--- config.mk ---
export PLATFORM = sky130hd
export DESIGN_NAME = timer_prescaler_search_flat
export DESIGN_NICKNAME = d
export VERILOG_FILES = /design/src/sv/tps_pkg.sv /design/src/sv/tps_req_if.sv /design/src/sv/tps_res_if.sv /design/src/sv/tps_useq.sv /design/src/sv/tps_divider.sv /design/src/sv/tps_datapath.sv /design/src/sv/timer_prescaler_search.sv /design/src/flat_wrapper.sv
export SDC_FILE = /design/constraint.sdc
export NUM_CORES = 1
export LEC_CHECK = 0
export BUFFER_PORTS_ARGS = -buffer_cell sky130_fd_sc_hd__buf_2
export CORE_MARGIN = 2
export CORE_UTILIZATION = 30
export CTS_CLUSTER_SIZE = 10
export DETAILED_ROUTE_END_ITERATION = 10
export GPL_TIMING_DRIVEN = 0
export PLACE_DENSITY = 0.45
export SYNTH_ARGS = -nofsm -noshare
export SYNTH_HDL_FRONTEND = slang
export SYNTH_SLANG_ARGS = --single-unit
--- constraint.sdc ---
create_clock -name clk -period 7.6 [get_ports clk]
set_clock_uncertainty 0.05 [all_clocks]
set_input_delay 1.52 -clock clk [delete_from_list [all_inputs] [get_ports clk]]
set_output_delay 1.52 -clock clk [all_outputs]
set_load 0.01 [all_outputs]
--- src/sv/tps_pkg.sv ---
// shared types, constants and control program for the timer prescaler search
package tps_pkg;

  localparam int REQ_W = 22;
  localparam int RATE_W = 20;
  localparam int SEL_W = 3;
  localparam int CNT_W = 8;
  localparam int ERR_W = 24;
  localparam int BIT_IDX_W = $clog2(RATE_W);

  localparam int unsigned CLOCK_HZ = 2457600;
  localparam logic [ERR_W-1:0] START_ERROR = 24'hFFFFFF;
  localparam logic [CNT_W-1:0] COUNT_LAST = CNT_W'(256 - 1);
  localparam logic [CNT_W-1:0] COUNT_FIRST = CNT_W'(1);
  localparam logic [SEL_W-1:0] SEL_FIRST = SEL_W'(7);
  localparam logic [SEL_W-1:0] SEL_LAST = SEL_W'(1);

  // prescaled clock per select, entry 0 unused
  localparam logic [RATE_W-1:0] PRESCALE_BASE [8] = '{
    RATE_W'(CLOCK_HZ / 1),  RATE_W'(CLOCK_HZ / 4),  RATE_W'(CLOCK_HZ / 10),
    RATE_W'(CLOCK_HZ / 16), RATE_W'(CLOCK_HZ / 50), RATE_W'(CLOCK_HZ / 64),
    RATE_W'(CLOCK_HZ / 100), RATE_W'(CLOCK_HZ / 200)
  };

  typedef logic [2:0] step_t;

  localparam step_t STEP_IDLE     = 3'd0;
  localparam step_t STEP_SEL      = 3'd1;
  localparam step_t STEP_DIV_LOAD = 3'd2;
  localparam step_t STEP_DIV_RUN  = 3'd3;
  localparam step_t STEP_COMPARE  = 3'd4;
  localparam step_t STEP_NEXT_SEL = 3'd5;
  localparam step_t STEP_EMIT     = 3'd6;
  localparam step_t STEP_SPARE    = 3'd7;

  typedef enum logic [2:0] {
    COND_ALWAYS,
    COND_IN_VALID,
    COND_DIV_LAST,
    COND_SCAN_END,
    COND_SEL_LAST,
    COND_OUT_FREE
  } cond_t;

  typedef struct packed {
    logic take_in;
    logic init_cnt;
    logic div_start;
    logic div_step;
    logic compare;
    logic inc_cnt;
    logic dec_sel;
    logic emit;
  } ctrl_t;

  typedef struct packed {
    logic in_valid;
    logic div_last;
    logic scan_end;
    logic sel_last;
    logic out_free;
  } status_t;

  typedef struct packed {
    cond_t cond;
    step_t jmp_t;
    step_t jmp_f;
    ctrl_t ctrl;
  } uword_t;

  localparam ctrl_t NO_OP = '0;

  function automatic uword_t ucode(input step_t s);
    uword_t w;
    w = '{cond: COND_ALWAYS, jmp_t: STEP_IDLE, jmp_f: STEP_IDLE, ctrl: NO_OP};
    unique case (s)
      STEP_IDLE: begin
        w.cond = COND_IN_VALID; w.jmp_t = STEP_SEL; w.jmp_f = STEP_IDLE;
        w.ctrl.take_in = 1'b1;
      end
      STEP_SEL: begin
        w.jmp_t = STEP_DIV_LOAD; w.jmp_f = STEP_DIV_LOAD;
        w.ctrl.init_cnt = 1'b1;
      end
      STEP_DIV_LOAD: begin
        w.jmp_t = STEP_DIV_RUN; w.jmp_f = STEP_DIV_RUN;
        w.ctrl.div_start = 1'b1;
      end
      STEP_DIV_RUN: begin
        w.cond = COND_DIV_LAST; w.jmp_t = STEP_COMPARE; w.jmp_f = STEP_DIV_RUN;
        w.ctrl.div_step = 1'b1;
      end
      STEP_COMPARE: begin
        w.cond = COND_SCAN_END; w.jmp_t = STEP_NEXT_SEL; w.jmp_f = STEP_DIV_LOAD;
        w.ctrl.compare = 1'b1; w.ctrl.inc_cnt = 1'b1;
      end
      STEP_NEXT_SEL: begin
        w.cond = COND_SEL_LAST; w.jmp_t = STEP_EMIT; w.jmp_f = STEP_SEL;
        w.ctrl.dec_sel = 1'b1;
      end
      STEP_EMIT: begin
        w.cond = COND_OUT_FREE; w.jmp_t = STEP_IDLE; w.jmp_f = STEP_EMIT;
        w.ctrl.emit = 1'b1;
      end
      STEP_SPARE: begin
        w.jmp_t = STEP_IDLE; w.jmp_f = STEP_IDLE;
      end
    endcase
    return w;
  endfunction

endpackage

--- src/sv/tps_req_if.sv ---
// request channel carrying the wanted rate
interface tps_req_if import tps_pkg::*; ();
  logic             valid;
  logic             ready;
  logic [REQ_W-1:0] wanted_rate;

  modport source (output valid, wanted_rate, input ready);
  modport sink (input valid, wanted_rate, output ready);
endinterface

--- src/sv/tps_res_if.sv ---
// result channel carrying the chosen timer setting
interface tps_res_if import tps_pkg::*; ();
  logic              valid;
  logic              ready;
  logic [SEL_W-1:0]  prescale_select;
  logic [CNT_W-1:0]  count_divisor;
  logic [RATE_W-1:0] achieved_rate;

  modport source (output valid, prescale_select, count_divisor, achieved_rate, input ready);
  modport sink (input valid, prescale_select, count_divisor, achieved_rate, output ready);
endinterface

--- src/sv/tps_useq.sv ---
// microcode sequencer: step counter, control store and conditional jumps
module tps_useq import tps_pkg::*; (
  input  logic    clk,
  input  logic    rst,
  input  status_t status,
  output ctrl_t   ctrl
);

  step_t  step;
  step_t  step_next;
  uword_t word;
  logic   cond_true;

  always_comb begin
    word = ucode(step);
    unique case (word.cond)
      COND_ALWAYS:   cond_true = 1'b1;
      COND_IN_VALID: cond_true = status.in_valid;
      COND_DIV_LAST: cond_true = status.div_last;
      COND_SCAN_END: cond_true = status.scan_end;
      COND_SEL_LAST: cond_true = status.sel_last;
      COND_OUT_FREE: cond_true = status.out_free;
      default:       cond_true = 1'b1;
    endcase
    step_next = cond_true ? word.jmp_t : word.jmp_f;
    ctrl = word.ctrl;
  end

  always_ff @(posedge clk) begin
    if (rst) begin
      step <= STEP_IDLE;
    end else begin
      step <= step_next;
    end
  end

endmodule

--- src/sv/tps_divider.sv ---
// restoring serial divider, one quotient bit per cycle while advance is high
module tps_divider import tps_pkg::*; (
  input  logic              clk,
  input  logic              rst,
  input  logic              start,
  input  logic              advance,
  input  logic [RATE_W-1:0] dividend,
  input  logic [CNT_W-1:0]  divisor,
  output logic [RATE_W-1:0] quotient,
  output logic              last
);

  logic [BIT_IDX_W-1:0] bit_idx;
  logic [CNT_W-1:0]     rem;
  logic [CNT_W:0]       rem_sh;
  logic [CNT_W:0]       diff;
  logic                 fits;

  assign rem_sh = {rem, quotient[RATE_W-1]};
  assign diff = rem_sh - {1'b0, divisor};
  assign fits = rem_sh >= {1'b0, divisor};
  assign last = bit_idx == BIT_IDX_W'(RATE_W - 1);

  always_ff @(posedge clk) begin
    if (rst) begin
      bit_idx <= '0;
    end else if (start) begin
      bit_idx <= '0;
    end else if (advance) begin
      bit_idx <= bit_idx + BIT_IDX_W'(1);
    end
  end

  always_ff @(posedge clk) begin
    if (start) begin
      rem <= '0;
      quotient <= dividend;
    end else if (advance) begin
      rem <= fits ? diff[CNT_W-1:0] : rem_sh[CNT_W-1:0];
      quotient <= {quotient[RATE_W-2:0], fits};
    end
  end

endmodule

--- src/sv/tps_datapath.sv ---
// search datapath: candidate setting, error compare, best setting and result register
module tps_datapath import tps_pkg::*; (
  input  logic              clk,
  input  logic              rst,
  input  ctrl_t             ctrl,
  input  logic              in_valid,
  input  logic [REQ_W-1:0]  wanted_rate,
  input  logic              out_ready,
  output status_t           status,
  output logic              out_valid,
  output logic [SEL_W-1:0]  prescale_select,
  output logic [CNT_W-1:0]  count_divisor,
  output logic [RATE_W-1:0] achieved_rate
);

  logic [REQ_W-1:0]  want;
  logic [SEL_W-1:0]  sel;
  logic [CNT_W-1:0]  cnt;
  logic [ERR_W-1:0]  best_err;
  logic [RATE_W-1:0] best_rate;
  logic [SEL_W-1:0]  best_sel;
  logic [CNT_W-1:0]  best_cnt;
  logic [RATE_W-1:0] rate;
  logic [REQ_W-1:0]  rate_ext;
  logic [REQ_W-1:0]  err;
  logic              better;
  logic              div_last;
  logic              take;
  logic              emit;

  tps_divider u_div (
    .clk      (clk),
    .rst      (rst),
    .start    (ctrl.div_start),
    .advance  (ctrl.div_step),
    .dividend (PRESCALE_BASE[sel]),
    .divisor  (cnt),
    .quotient (rate),
    .last     (div_last)
  );

  assign rate_ext = {{(REQ_W - RATE_W){1'b0}}, rate};
  assign err = (want > rate_ext) ? want - rate_ext : rate_ext - want;
  assign better = {{(ERR_W - REQ_W){1'b0}}, err} < best_err;
  assign take = ctrl.take_in && in_valid;
  assign emit = ctrl.emit && (!out_valid || out_ready);

  assign status.in_valid = in_valid;
  assign status.div_last = div_last;
  assign status.scan_end = (rate_ext < want) || (cnt == COUNT_LAST);
  assign status.sel_last = sel == SEL_LAST;
  assign status.out_free = !out_valid || out_ready;

  always_ff @(posedge clk) begin
    if (take) begin
      want <= wanted_rate;
      sel <= SEL_FIRST;
      best_err <= START_ERROR;
      best_rate <= '0;
      best_sel <= SEL_LAST;
      best_cnt <= COUNT_FIRST;
    end
    if (ctrl.init_cnt) begin
      cnt <= COUNT_FIRST;
    end
    if (ctrl.inc_cnt) begin
      cnt <= cnt + CNT_W'(1);
    end
    if (ctrl.dec_sel) begin
      sel <= sel - SEL_W'(1);
    end
    if (ctrl.compare && better) begin
      best_err <= {{(ERR_W - REQ_W){1'b0}}, err};
      best_rate <= rate;
      best_sel <= sel;
      best_cnt <= cnt;
    end
    if (emit) begin
      prescale_select <= best_sel;
      count_divisor <= best_cnt;
      achieved_rate <= best_rate;
    end
  end

  always_ff @(posedge clk) begin
    if (rst) begin
      out_valid <= 1'b0;
    end else if (emit) begin
      out_valid <= 1'b1;
    end else if (out_ready) begin
      out_valid <= 1'b0;
    end
  end

`ifndef ASSERT_OFF
  a_candidate_legal: assert property (@(posedge clk) disable iff (rst)
    ctrl.compare |-> sel != '0 && cnt != '0)
    else $error("candidate with zero select or divisor");

  a_emit_sets_valid: assert property (@(posedge clk) disable iff (rst)
    emit |=> out_valid)
    else $error("result register not loaded after emit");

  a_take_inits_best: assert property (@(posedge clk) disable iff (rst)
    take |=> best_err == START_ERROR && sel == SEL_FIRST)
    else $error("search state not initialized on new request");

  a_compare_after_div: assert property (@(posedge clk) disable iff (rst)
    ctrl.compare |-> $past(ctrl.div_step) && $past(div_last))
    else $error("compare without a finished division");
`endif

endmodule

--- src/sv/timer_prescaler_search.sv ---
// top level of the timer prescaler search
// Finds the timer prescaler select and count divisor whose rate comes nearest a wanted
// rate. Each request returns one result. One candidate takes a load step, a serial divider
// step per quotient bit and a compare step; a request scans up to 1785 candidates. A
// finished result waits in the output register while the next request is taken.
module timer_prescaler_search import tps_pkg::*; (
  input logic   clk,
  input logic   rst,
  tps_req_if.sink   req,
  tps_res_if.source res
);

  ctrl_t   ctrl;
  status_t status;

  assign req.ready = ctrl.take_in;

  tps_useq u_useq (
    .clk    (clk),
    .rst    (rst),
    .status (status),
    .ctrl   (ctrl)
  );

  tps_datapath u_dp (
    .clk             (clk),
    .rst             (rst),
    .ctrl            (ctrl),
    .in_valid        (req.valid),
    .wanted_rate     (req.wanted_rate),
    .out_ready       (res.ready),
    .status          (status),
    .out_valid       (res.valid),
    .prescale_select (res.prescale_select),
    .count_divisor   (res.count_divisor),
    .achieved_rate   (res.achieved_rate)
  );

endmodule

--- src/flat_wrapper.sv ---
// flat-port wrapper written by rule: the top's interface ports become plain ports
module timer_prescaler_search_flat import tps_pkg::*;
  (clk, rst, req_valid, req_wanted_rate, req_ready, res_valid, res_prescale_select, res_count_divisor, res_achieved_rate, res_ready);
  tps_req_if req_i ();
  tps_res_if res_i ();
  input logic clk;
  input logic rst;
  input wire logic [$bits(req_i.valid)-1:0] req_valid;
  input wire logic [$bits(req_i.wanted_rate)-1:0] req_wanted_rate;
  output wire logic [$bits(req_i.ready)-1:0] req_ready;
  output wire logic [$bits(res_i.valid)-1:0] res_valid;
  output wire logic [$bits(res_i.prescale_select)-1:0] res_prescale_select;
  output wire logic [$bits(res_i.count_divisor)-1:0] res_count_divisor;
  output wire logic [$bits(res_i.achieved_rate)-1:0] res_achieved_rate;
  input wire logic [$bits(res_i.ready)-1:0] res_ready;
  assign req_i.valid = req_valid;
  assign req_i.wanted_rate = req_wanted_rate;
  assign req_ready = req_i.ready;
  assign res_valid = res_i.valid;
  assign res_prescale_select = res_i.prescale_select;
  assign res_count_divisor = res_i.count_divisor;
  assign res_achieved_rate = res_i.achieved_rate;
  assign res_i.ready = res_ready;
  timer_prescaler_search u_core (.clk(clk), .rst(rst), .req(req_i), .res(res_i));
endmodule
After elaboration in Yosys (flattened, before gate mapping)
Memory sizes are Yosys's and may differ from the RTL's.
Cells that the tools add are included.
{"block": "totals", "ff_bits": 155, "input_bits": 26, "out_inout_bits": 33, "elab_cells": 88, "n_memories": 1, "mem_bits_ro": 160}
{"block": "op_classes", "eq_ne": 15, "bitwise_logic": 1, "magnitude_cmp": 5, "reduce_logical": 13, "mux": 31, "add_sub_neg": 6}
{"name": "(no name shown)", "words": 8, "width": 20, "rd": 1, "rd_ports_with_merged_regs": 0, "wr": 0, "line": "tps_datapath.sv:36", "rtl": ".dividend (PRESCALE_BASE[sel]),"}
{"operator": "2-to-1 mux 20 bit", "n": 6}
{"operator": "2-to-1 mux 22 bit", "n": 3}
{"operator": "case mux 6 bit (8 select lines)", "n": 1}
{"operator": "2-to-1 mux 8 bit", "n": 5}
{"operator": "< comparator 22 x 24 -> 1 bit", "n": 1}
{"operator": "> comparator 22 x 20 -> 1 bit", "n": 1}
{"operator": "< comparator 20 x 22 -> 1 bit", "n": 1}
{"operator": "subtractor 20 x 22 -> 22 bit", "n": 1}
{"operator": "subtractor 22 x 20 -> 22 bit", "n": 1}
{"operator": "== test 3 bit, second input constant", "n": 6}
{"operator": "2-to-1 mux 3 bit", "n": 5}
{"operator": "case mux 3 bit (5 select lines)", "n": 1}
{"operator": "== test 3 x 2 -> 1 bit, second input constant", "n": 4}
{"operator": "nonzero test 2 bit", "n": 5}
{"operator": "== test 3 x 1 -> 1 bit, second input constant", "n": 3}
{"operator": ">= comparator 9 x 8 -> 1 bit", "n": 1}
{"operator": "adder 8 x 1 -> 8 bit, second input constant", "n": 1}
{"operator": "== test 8 bit, second input constant", "n": 1}
{"operator": "2-to-1 mux 1 bit", "n": 8}
{"operator": "subtractor 8 bit", "n": 1}
{"operator": "adder 5 x 1 -> 5 bit, second input constant", "n": 1}
{"operator": "== test 5 bit, second input constant", "n": 1}
{"operator": "case mux 1 bit (5 select lines)", "n": 1}
{"operator": ">= comparator 4 bit, second input constant", "n": 1}
{"operator": "8 further kinds", "n": 11}

Logic depth before layout (Yosys ltp)
Gate-level depths: netlist (run 1).
{"block": "logic_depth", "word_depth": 5, "depth_mapped": 24, "depth_no_buf": 21}

Cells and area by module
Synthesis (run 1) repeated with hierarchy kept, for this count alone.
{"block": "unflattened", "hier_cells": 821, "area_unflattened_um2": 9205.1}
{"module": "tps_datapath", "cells_each": 629, "n_inst": 1, "area_each_um2": 7085.5, "seq_area_each_um2": 3553.4}
{"module": "tps_divider", "cells_each": 157, "n_inst": 1, "area_each_um2": 1824.2, "seq_area_each_um2": 860.8}
{"module": "tps_useq", "cells_each": 35, "n_inst": 1, "area_each_um2": 295.3, "seq_area_each_um2": 60.1}

Worst setup path after synthesis (run 1)
Ideal clock, no wire load.
{"block": "synth_path", "path_type": "reg2reg", "startpoint": "reg u_core.u_dp.want[0]", "endpoint": "reg u_core.u_dp.best_cnt[0] (enable)", "n_path_buf": 3, "required_time_ns": 7.131, "path_stages_with_launch": 22, "slack_ns": 1.812, "arrival_time_ns": 5.319, "setup_time_ns": 0.419, "synth_period_minus_slack_ns": 5.788, "cell_sequence": "edfxtp_1 inv_1 ha_1 inv_1 fa_1 a21o_1 a221oi_1 nor4_1 o21ai_1 and2_1 buf_6 buf_12 mux2i_1 xnor2_1 ha_1 nor2b_1 o21ai_0 a21oi_1 o311a_1 or4_1 clkbuf_1 nand2b_1"}
{"block": "synth_between", "elab_chain_cells": 5, "word_cells_on_any_way": 7, "classes_between": "add/sub (2); order compare (2); mux (1); reduce/logical (2)"}
{"element": "from (decl)", "line": "tps_datapath.sv:16", "rtl": "logic [REQ_W-1:0] want;"}
{"element": "from (signal assigned)", "line": "tps_datapath.sv:56", "rtl": "want <= wanted_rate;"}
{"element": "subtractor 20 x 22 -> 22 bit (tied with other cells)", "line": "tps_datapath.sv:43", "rtl": "assign err = (want > rate_ext) ? want - rate_ext : rate_ext - want;"}
{"element": "2-to-1 mux 22 bit *", "line": "tps_datapath.sv:43"}
{"element": "via u_core.u_dp.err[10]", "line": "tps_datapath.sv:25", "rtl": "logic [REQ_W-1:0] err;"}
{"element": "< comparator 22 x 24 -> 1 bit *", "line": "tps_datapath.sv:44", "rtl": "assign better = {{(ERR_W - REQ_W){1'b0}}, err} < best_err;"}
{"element": "logical AND 1 bit *", "line": "tps_datapath.sv:72", "rtl": "if (ctrl.compare && better) begin"}
{"element": "nonzero test 2 bit (no source line) *"}
{"element": "to (signal assigned)", "line": "tps_datapath.sv:76", "rtl": "best_cnt <= cnt;"}
{"element": "to (decl)", "line": "tps_datapath.sv:22", "rtl": "logic [CNT_W-1:0] best_cnt;"}
The timed path passes the listed nets; every way through them passes the cells marked *.
A chain may end at the register's enable or synchronous reset.

Worst setup path in the final report (run 1)
{"block": "layout_path", "startpoint": "reg u_core.u_dp.want[0]", "endpoint": "reg u_core.u_dp.best_rate[4] (data pin)"}
{"block": "layout_between", "elab_chain_cells": 5, "word_cells_on_any_way": 7, "classes_between": "add/sub (2); order compare (2); mux (2); reduce/logical (1)"}
{"element": "subtractor 20 x 22 -> 22 bit (tied with other cells)", "line": "tps_datapath.sv:43"}
{"element": "2-to-1 mux 22 bit *", "line": "tps_datapath.sv:43"}
{"element": "via u_core.u_dp.err[20]", "line": "tps_datapath.sv:25"}
{"element": "< comparator 22 x 24 -> 1 bit *", "line": "tps_datapath.sv:44"}
{"element": "logical AND 1 bit *", "line": "tps_datapath.sv:72"}
{"element": "2-to-1 mux 20 bit *", "line": "tps_datapath.sv:72"}
{"element": "to (signal assigned)", "line": "tps_datapath.sv:74", "rtl": "best_rate <= rate;"}
{"element": "to (decl)", "line": "tps_datapath.sv:20", "rtl": "logic [RATE_W-1:0] best_rate;"}
Marked as above.

==> metrics.cfg, run 1 <==
[status]
status = finished, final reports clean

[clocking]
htreeDepth = 4
cts_root_buf = clkbuf_16
ctsHoldBuffers = 0
cts_made_buffers = 17
clk_pin_slew_ns = 0.07
clk_latency_ns = 0.45
numClockSinks = 155
cts_tree = built
cts_resized = 0
clockBufferDepth = 2
cts_setup_buffers = 0

[floorplanning]
start_util_pct = 30.2
fp.dieArea_mm2 = 0.0310
rows = 63
ios = 59
die_w_um = 176
die-height_um = 176
core_mm2 = 0.0294

[routing]
num_vias = 6162
drt-met1-wl_um = 11200
routed.top_layer = met4
firstDrtPassIters = 5
drt_iter0_markers = 442
drt_wl_total_um = 21700
postRouteAntennaNets = 0
drc = 0
vias_per_cell = 4.71
dr_wl_met2_um = 9500
routedWlPerCell_um = 16.6
met3_length_um = 703

[yosys]
ys_seq_area_share_pct = 50.3
synthArstFlopShare_pct = 0
synth_top_flop_cell = edfxtp_1
synth_nets = 928
synth_area_mm2 = 0.00889
postSynthCellCount = 824
ys_ff_latch = 155
syn_avg_cell_area_um2 = 10.8
synth_cell_types = 70
synth_edf_count = 137
yosys_warnings = 0

[setup_path]
regToRegEndpoint = u_core.u_dp.best_rate[4]
critical_path.endpoint = u_core.u_dp.best_rate[4]
critPathLaunchType = flip-flop
cpMaxStageDelayCell = clkbuf_1
critPathKind = reg -> reg
path_cells = inv_1 > ha_1 > inv_1 > fa_1 > a21o_1 > a221oi_1 > nor4_1 > o21ai_1 > and2_1 > buf_6 > mux2i_1 > a31oi_2 > xor2_1 > ha_1 > nand4_1 > nor3_1 > nand2_1 > a21oi_1 > or4_1 > clkbuf_1 > clkbuf_1 > nor2_1
crit_path_end_kind = flip-flop
cp_top_family = buffers and inverters
cp-startpoint = u_core.u_dp.want[0]
worstReg2RegStart = u_core.u_dp.want[0]
crit_arrival_ns = 6.00
crit_required_ns = 7.70
ff2ff_path_depth = 22
r2r_slack_ns = 1.70
cp_max_fo = 10
cp.buffers_inverters = 5
crit_cells = 22
critPathMaxStageDelay_ns = 0.69

[final_layout]
num-fill-cells = 2974
final_layout_size_suffix_gt1_share_pct = 14.5
nets = 1008
area_growth_pct = 15.9
antennaDiodeCount = 0

[power]
power_density_mw_per_mm2 = 402
leakage_nw = 4.32
ir_drop_v = 0.000124

[timing]
min_period_over_period_pct = 77.6
final_hold_viol_count = 0
fin_setup_tns_ns = 0
worst_pin_slew_ns = 1.03
finalSetupViolations = 0
finalCriticalPeriod_ns = 5.90
slew_headroom_pct = 31.1
hold_ws_ns = 0.370
drv_slew = 0
grt_setup_unrepaired = no
max_freq_mhz = 170

[job]
maxCapViolCount = 0

[placement]
place_congestion = 0.881
dp_hpwl_um = 16300
io_buffers = 58

[global_route]
grt_first_pass_wirelength_um = 34600
grt_max_degree = 54
grt-ovfl-total = 0
grt.total_usage_pct = 14.7
antenna_found_initial = 0
grt_pass1_vias = 6119

[hold_path]
holdCritPathClass = reg -> reg

metal layers:
metal | GRT usage, % | up-vias
met3 | 2.93 | 21
li1 | - | 3111
met2 | 22.2 | 86
met4 | 4.44 | 0
met5 | 0 | -
met1 | 21.1 | 2944
cell usage after synthesis, drive strengths merged (5+ instances only):
cell    number  share of area, %
edfxtp     137                46
nor2b        8              0.56
buf         18               1.3
or3          5              0.35
xnor2       20               2.0
xor2        15               1.5
a21o        23               1.9
and3         8              0.56
nand2       50               2.1
and2         8              0.56
inv         81               3.4
nand2b      23               1.6
ha          75                11
a21oi       45               2.6
nor4         5              0.35
nand4       12              0.91
clkbuf      14              0.61
a31oi        9               1.0
nor2        85               3.6
nor3        13              0.73
o21ai       42               2.4
a221oi       5              0.56
mux2i       27               3.0
dfxtp       18               4.1
nand3       13              0.73
where the power goes:
part / switching, mW / internal (mW) / total (mW) / leakage [nW]
registers: 0.102 / 1.23 / 1.33 / 1.35
logic: 1.22 / 0.725 / 1.94 / 2.67
clock network: 0.394 / 0.470 / 0.864 / 0.296
total: 1.71 / 2.42 / 4.14 / 4.32
through the flow:
step | util (%) | std cells | worst slack, ns | power [mW] | area [um2]
6_report | 35.0 | 1307 | 1.70 | 4.14 | 10300
5_1_grt | 35.0 | 1307 | 1.18 | 4.48 | 10300
3_3_place_gp | 32.9 | 1272 | 0.161 | 3.31 | 9670
3_5_place_dp | 33.0 | 1275 | 1.56 | 3.30 | 9710
4_1_cts | 35.0 | 1307 | 1.52 | 4.18 | 10300
2_1_floorplan | - | 824 | 1.81 | 2.76 | 8890
layout by cell type (no fill, tap or decap), drive strengths merged, types with 9 or more instances in the layout:
| cell type | n |
|---|---|
| xnor2 | 20 |
| buf | 79 |
| clkbuf | 33 |
| nand4 | 12 |
| a21o | 23 |
| edfxtp | 137 |
| nand2b | 23 |
| nor2 | 85 |
| inv | 90 |
| a31oi | 9 |
| a21oi | 45 |
| nand2 | 50 |
| o21ai | 42 |
| dfxtp | 18 |
| mux2i | 27 |
| xor2 | 15 |
| ha | 75 |
| nand3 | 13 |
| nor3 | 13 |
final cells by class:
type / count / area (um2) / share of cell area [%]
flip-flops and latches: 155 / 4470 / 43.4
multi-input cells: 555 / 3950 / 38.4
well taps: 390 / 488 / 4.74
clock buffers: 19 / 475 / 4.61
repair buffers: 61 / 324 / 3.14
inverters: 82 / 308 / 2.99
plain buffers: 32 / 168 / 1.63
clock inverters: 13 / 114 / 1.10
registers in the layout, summed over array words and instances, names as in the netlist, 8 cells and up:
| name | cells |
|---|---|
| u_core.u_dp.best_cnt | 8 |
| u_core.u_dp.count_divisor | 8 |
| u_core.u_dp.cnt | 8 |
| u_core.u_dp.best_err | 23 |
| u_core.u_dp.achieved_rate | 20 |
| u_core.u_dp.want | 22 |
| u_core.u_dp.u_div.rem | 8 |
| u_core.u_dp.best_rate | 20 |
| u_core.u_dp.u_div.quotient | 20 |
cells by family after synthesis:
kind of cell / count (synthesis) / share of synthesized area [%]
compound gates: 165 / 12.5
xor+xnor: 35 / 3.45
fa+ha+maj: 78 / 11.2
buf+inv: 114 / 5.35
flops: 155 / 50.3
mux: 29 / 3.29
simple gates: 248 / 13.8
how the worst min path moves through the flow:
stage                               from                       endpoint  slack (ns)  cells after the start
5_1_grt         u_core.u_dp.best_rate[3]   u_core.u_dp.achieved_rate[3]        0.37                      0
2_1_floorplan   u_core.u_dp.best_rate[0]   u_core.u_dp.achieved_rate[0]        0.35                      0
4_1_cts         u_core.u_dp.best_rate[3]   u_core.u_dp.achieved_rate[3]        0.37                      0
3_5_place_dp   u_core.u_dp.best_rate[10]  u_core.u_dp.achieved_rate[10]        0.35                      0
6_report       u_core.u_dp.best_rate[19]  u_core.u_dp.achieved_rate[19]        0.37                      0
3_3_place_gp    u_core.u_dp.best_rate[2]   u_core.u_dp.achieved_rate[2]        0.35                      0
Power figures use the tool's default switching activity.
==> inputs of run 2 (changes only) <==
==> constraint.sdc (replaced) <==
create_clock -name clk -period 6.1 [get_ports clk]
set_clock_uncertainty 0.05 [all_clocks]
set_input_delay 1.22 -clock clk [delete_from_list [all_inputs] [get_ports clk]]
set_output_delay 1.22 -clock clk [all_outputs]
set_load 0.01 [all_outputs]
==> metrics.cfg, run 2 (same netlist as run 1, synthesis figures left out) <==
[status]
status = finished, final reports clean

[clocking]
cts_root_buf = clkbuf_16
cts_made_buffers = 17
clk_pin_slew_ns = 0.07
numClockSinks = 155
cts_setup_buffers = 0
clockBufferDepth = 2
ctsHoldBuffers = 0
cts_resized = 0
htreeDepth = 4
clk_latency_ns = 0.44
cts_tree = built

[placement]
dp_hpwl_um = 16300
io_buffers = 58
dp_cells = 1275
place_ws_ns = 0.0621
place_congestion = 0.881

[final_layout]
largest_register = u_core.u_dp.best_err
final_layout_size_suffix_gt1_share_pct = 14.8
nets = 1008
area_growth_pct = 16.1
final_common_cell = edfxtp_1
final_cell_mix = edfxtp_1 (137), nor2_1 (85), inv_1 (81), ha_1 (75), buf_2 (70)
final_cells = 1307
largest_register_ffs = 23
antennaDiodeCount = 0
layout_top_registers = u_core.u_dp.best_err x23, u_core.u_dp.want x22

[setup_path]
crit_path_end_kind = flip-flop
crit_required_ns = 6.21
cp-startpoint = u_core.u_dp.want[0]
critPathKind = reg -> reg
worstReg2RegStart = u_core.u_dp.want[0]
cp_max_fo = 10
crit_arrival_ns = 5.63
critPathLaunchType = flip-flop

[timing]
final_hold_viol_count = 0
grt_setup_unrepaired = no
drv_slew = 0
finalCriticalPeriod_ns = 5.52
max_freq_mhz = 181
fin_ws_ns = 0.581
slew_headroom_pct = 30.5
worst_pin_slew_ns = 1.04
min_period_over_period_pct = 90.5
finalSetupViolations = 0

[floorplanning]
start_util_pct = 30.2
die_w_um = 176
core_mm2 = 0.0294
rows = 63
die-height_um = 176
fp.dieArea_mm2 = 0.0310
ios = 59

[power]
seqPwrFrac_pct = 32.1
combinationalPowerShare_pct = 47.1
p_sw_mw = 2.14
p_int_mw = 3.02
p_sw_share_pct = 41.4
power_density_mw_per_mm2 = 500
p_total_mw = 5.16
ir_drop_v = 0.000156
p_clk_share_pct = 20.8
leakage_nw = 4.33

[job]
maxCapViolCount = 0

[global_route]
grt_pass1_vias = 6119
grt_first_pass_wirelength_um = 34600
grt-ovfl-total = 0
antenna_found_initial = 0
grt_max_degree = 54
grt.total_usage_pct = 14.7

[routing]
vias_per_cell = 4.72
num_vias = 6175
postRouteAntennaNets = 0
drt_iter0_markers = 456
firstDrtPassIters = 5
routedWlPerCell_um = 16.7
drc = 0
drt_wl_total_um = 21800

[hold_path]
holdCritPathClass = reg -> reg
hp-start = u_core.u_dp.best_rate[19]

[run 2: changes by cell type in the layout (fill, tap and decap cells not counted)]
cell	change
clkbuf_1	-2
clkbuf_2	+1
nand2b_4	+1
or4_1	-1
or4_4	+1
[run 2: critical path, cell delays in order (launching register included)]
cell and delay [ns]:
edfxtp_1 0.42, inv_1 0.08, ha_1 0.15, inv_1 0.06
fa_1 0.40, a21o_1 0.21, a221oi_1 0.35, nor4_1 0.13
o21ai_1 0.20, and2_1 0.17, buf_6 0.16, buf_12 0.15
mux2i_1 0.22, xnor2_1 0.20, ha_1 0.30, nor2b_1 0.13
o21ai_0 0.14, a21oi_1 0.08, o311a_1 0.31, nor4_1 0.71
clkbuf_1 0.55, nand2_1 0.11
[run 2: layer usage]
| layer | up-vias | part of all wire, % | global-route usage (%) | wire length [um] |
|---|---|---|---|---|
| li1 | 3109 | - | - | - |
| met1 | 2967 | 52 | 21.1 | 11200 |
| met2 | 83 | 44 | 22.2 | 9630 |
| met3 | 16 | 3.0 | 2.93 | 648 |
| met4 | 0 | 1.2 | 4.44 | 264 |
| met5 | - | 0 | 0 | 0 |
[run 2: area by class of cell]
cell class                      instances  area, um2
Buffer                                 31        165
Clock buffer                           19        475
Clock inverter                         13        114
Fill cell                            2973      19100
Inverter                               82        308
Multi-Input combinational cell        556       3970
Sequential cell                       155       4470
Tap cell                              390        488
Timing Repair Buffer                   61        324
[run 2: power groups by stage]
stage | logic [mW] | clock network, mW | registers (mW)
2_1_floorplan | 1.79 | 0 | 1.65
3_3_place_gp | 2.42 | 0 | 1.70
3_5_place_dp | 2.43 | 0 | 1.68
4_1_cts | 2.44 | 1.11 | 1.66
5_1_grt | 2.76 | 1.15 | 1.69
6_report | 2.43 | 1.07 | 1.66
[run 2: path summary, 6_finish.rpt]
path | endpoint | slack (ns) | depth (start not counted)
worst min register to register | u_core.u_dp.achieved_rate[19] | 0.37 | 0
worst max-delay path | u_core.u_dp.best_sel[0] | 0.58 | 21
worst min-delay path | u_core.u_dp.achieved_rate[19] | 0.37 | 0
worst max register to register | u_core.u_dp.best_sel[0] | 0.58 | 21
[run 2: per-stage QoR]
step	util, %	area, um2	setup TNS, ns	hold slack (ns)
finish	35.1	10300	0	0.370
global route	35.1	10300	0	0.374
CTS	35.0	10300	0	0.366
detailed placement	33.0	9710	0	0.355
global placement	32.9	9670	-75.77	0.353
floorplan	-	8890	0	0.350
==> inputs of run 3 (changes only) <==
--- a/config.mk
+++ b/config.mk
@@ -5,6 +5,7 @@
 export SDC_FILE = /design/constraint.sdc
 export NUM_CORES = 1
 export LEC_CHECK = 0
+export ABC_AREA = 1
 export BUFFER_PORTS_ARGS = -buffer_cell sky130_fd_sc_hd__buf_2
 export CORE_MARGIN = 2
 export CORE_UTILIZATION = 30
==> metrics.cfg, run 3 <==
[routing]
firstDrtPassIters = 5
postRouteAntennaNets = 0
drt_wl_total_um = 24800
vias_per_cell = 4.56
drc = 0
routedWlPerCell_um = 15.6
num_vias = 7230
drt_iter0_markers = 344

[floorplanning]
core_mm2 = 0.0313
die-height_um = 182
die_w_um = 182
start_util_pct = 30.3
rows = 65
ios = 59
fp.dieArea_mm2 = 0.0330

[timing]
min_period_over_period_pct = 88.9
max_freq_mhz = 184
drv_slew = 0
worst_pin_slew_ns = 0.807
finalCriticalPeriod_ns = 5.42
grt_setup_unrepaired = no
slew_headroom_pct = 46.2
final_hold_viol_count = 0
finalSetupViolations = 0

[status]
status = finished, final reports clean

[global_route]
antenna_found_initial = 0
grt_max_degree = 54
grt_first_pass_wirelength_um = 39400
grt.total_usage_pct = 15.6
grt_pass1_vias = 7309
grt-ovfl-total = 0

[final_layout]
nets = 1274
area_growth_pct = 15.3
largest_register_ffs = 23
final_cells = 1585
antennaDiodeCount = 0
final_layout_size_suffix_gt1_share_pct = 13.0
largest_register = u_core.u_dp.best_err
final_common_cell = nand2_1
layout_top_registers = u_core.u_dp.best_err x23, u_core.u_dp.want x22
final_cell_area_mm2 = 0.0109
final_cell_mix = nand2_1 (273), inv_1 (182), edfxtp_1 (137), nor2_1 (81), a21oi_1 (77)

[yosys]
synthTopCellsByArea = edfxtp_1 (43%), nand2_1 (11%), ha_1 (9.9%)
netlist_top_cells_count = nand2_1 (274), inv_1 (182), edfxtp_1 (137)
ys_seq_area_share_pct = 47.2
synth_compound_area_share_pct = 9.32
synthArstFlopShare_pct = 0
yosys_warnings = 0
synth-xor-area-share_pct = 3.42
postSynthCellCount = 1092
synth_edf_count = 137
synth_cell_types = 45
synth_top_flop_cell = edfxtp_1
synth.largest_area_cell = edfxtp_1
synth_top_area_share_pct = 43.4
synth_nets = 1196
ys_ff_latch = 155
yosysMostFrequentCell = nand2_1
synthAdderAreaFrac_pct = 10.5
synth_area_mm2 = 0.00948
syn_avg_cell_area_um2 = 8.68
yosys.area_share.simple_pct = 20.7
synth_top_family_by_area = simple AND/OR/NAND/NOR gates
synthMuxAreaShare_pct = 0

[placement]
dp_hpwl_um = 19100
placed_area_mm2 = 0.0103
place_congestion = 0.925
io_buffers = 58
dp_cells = 1553

[clocking]
clockBufferDepth = 2
htreeDepth = 4
cts_made_buffers = 17
cts_setup_buffers = 0
ctsHoldBuffers = 0
numClockSinks = 155
cts_tree = built
clk_latency_ns = 0.44
clk_pin_slew_ns = 0.06
cts_resized = 0
cts_root_buf = clkbuf_16

[job]
maxCapViolCount = 0

[setup_path]
critPathKind = reg -> reg
crit_path_end_kind = flip-flop
crit_arrival_ns = 5.35
critPathMaxStageDelay_ns = 0.63
cp_max_fo = 53
ff2ff_path_depth = 23
critPathLaunchType = flip-flop
r2r_slack_ns = 0.68
crit_required_ns = 6.03
crit_top_cell = nand2_1
path_cells = ha_1 > inv_1 > fa_1 > nand2_1 > nand2_2 > nand2_1 > nand2_2 > nand2_1 > nand4_2 > nor2_4 > nor2_8 > inv_4 > buf_6 > nand2_2 > nand2_1 > inv_1 > ha_1 > nand2_1 > nor4_1 > o211ai_1 > nand3_1 > clkbuf_1 > nand2_4
cpMaxStageDelayCell = nand2_4

[power]
ir_drop_v = 0.000192
leakage_nw = 4.97
power_density_mw_per_mm2 = 491

[hold_path]
min_path_cells = 0
holdCritPathClass = reg -> reg

==> run 3: cell types whose count changed in the layout (fill, tap and decap cells not counted), moves of 16 or more <==
cell	before	now
a21oi_1	44	77
mux2i_1	27	0
a21o_1	23	2
inv_1	81	182
nand2b_1	22	1
nand2_2	0	16
nand2_1	50	273
==> run 3: report_power, final <==
| part | total (mW) | switching, mW | internal, mW |
|---|---|---|---|
| registers | 1.68 | 0.134 | 1.55 |
| clock network | 1.11 | 0.491 | 0.620 |
| logic | 2.58 | 1.76 | 0.814 |
| total | 5.37 | 2.39 | 2.98 |
==> run 3: kinds of logic (layout without fill, tap and decap cells) <==
group                    after synthesis  in the layout
AND/OR/NAND/NOR                      451            451
XOR/XNOR                              37             37
AO/OA/AOI/OAI                        161            161
adder cells (fa/ha/maj)               78             78
buffers and inverters                210            301
flip-flops                           155            155
==> run 3: critical path: cells and delay by family (launching register included) <==
family | cells | cell delay (ns)
buffers and inverters | 5 | 0.92
DFF | 1 | 0.48
and+or+nand+nor | 14 | 2.35
adders and majority gates | 3 | 0.96
AOI/OAI and AO/OA | 1 | 0.17
==> run 3: layout make-up <==
| class | count | area, um2 |
|---|---|---|
| fill | 3267 | 20400 |
| inverter | 190 | 716 |
| tap | 402 | 503 |
| sequential | 155 | 4470 |
| multi-input combinational | 727 | 4190 |
| clock inverter | 15 | 181 |
| buffer | 20 | 126 |
| clock buffer | 17 | 425 |
| timing repair buffer | 59 | 318 |
==> run 3: through the flow <==
step | worst slack, ns | hold WS [ns] | utilization (%) | power (mW) | TNS, ns
after CTS | 0.568 | 0.371 | 34.9 | 5.42 | 0
after detailed placement | 0.604 | 0.355 | 33.0 | 4.28 | 0
final | 0.678 | 0.369 | 34.9 | 5.37 | 0
after floorplan | 1.31 | 0.350 | - | 3.54 | 0
after global routing | 0.219 | 0.378 | 34.9 | 5.82 | 0
after global placement | -0.842 | 0.354 | 32.8 | 4.27 | -44.35
==> run 3: path summary, 6_finish.rpt <==
path,startpoint,end
setup reg to reg,u_core.u_dp.u_div.quotient[0],u_core.u_dp.best_err[11]
hold / removal,u_core.u_dp.best_cnt[5],u_core.u_dp.count_divisor[5]
hold reg to reg,u_core.u_dp.best_cnt[5],u_core.u_dp.count_divisor[5]
setup / recovery,u_core.u_dp.u_div.quotient[0],u_core.u_dp.best_err[11]
==> run 3: metal layers <==
layer  up-vias  global-route usage [%]  part of all wire (%)
met1      3369                    21.7                    49
met5         -                       0                     0
li1       3715                       -                     -
met3        21                    2.11                   3.6
met4         0                    4.10                   1.2
met2       125                    25.6                    46
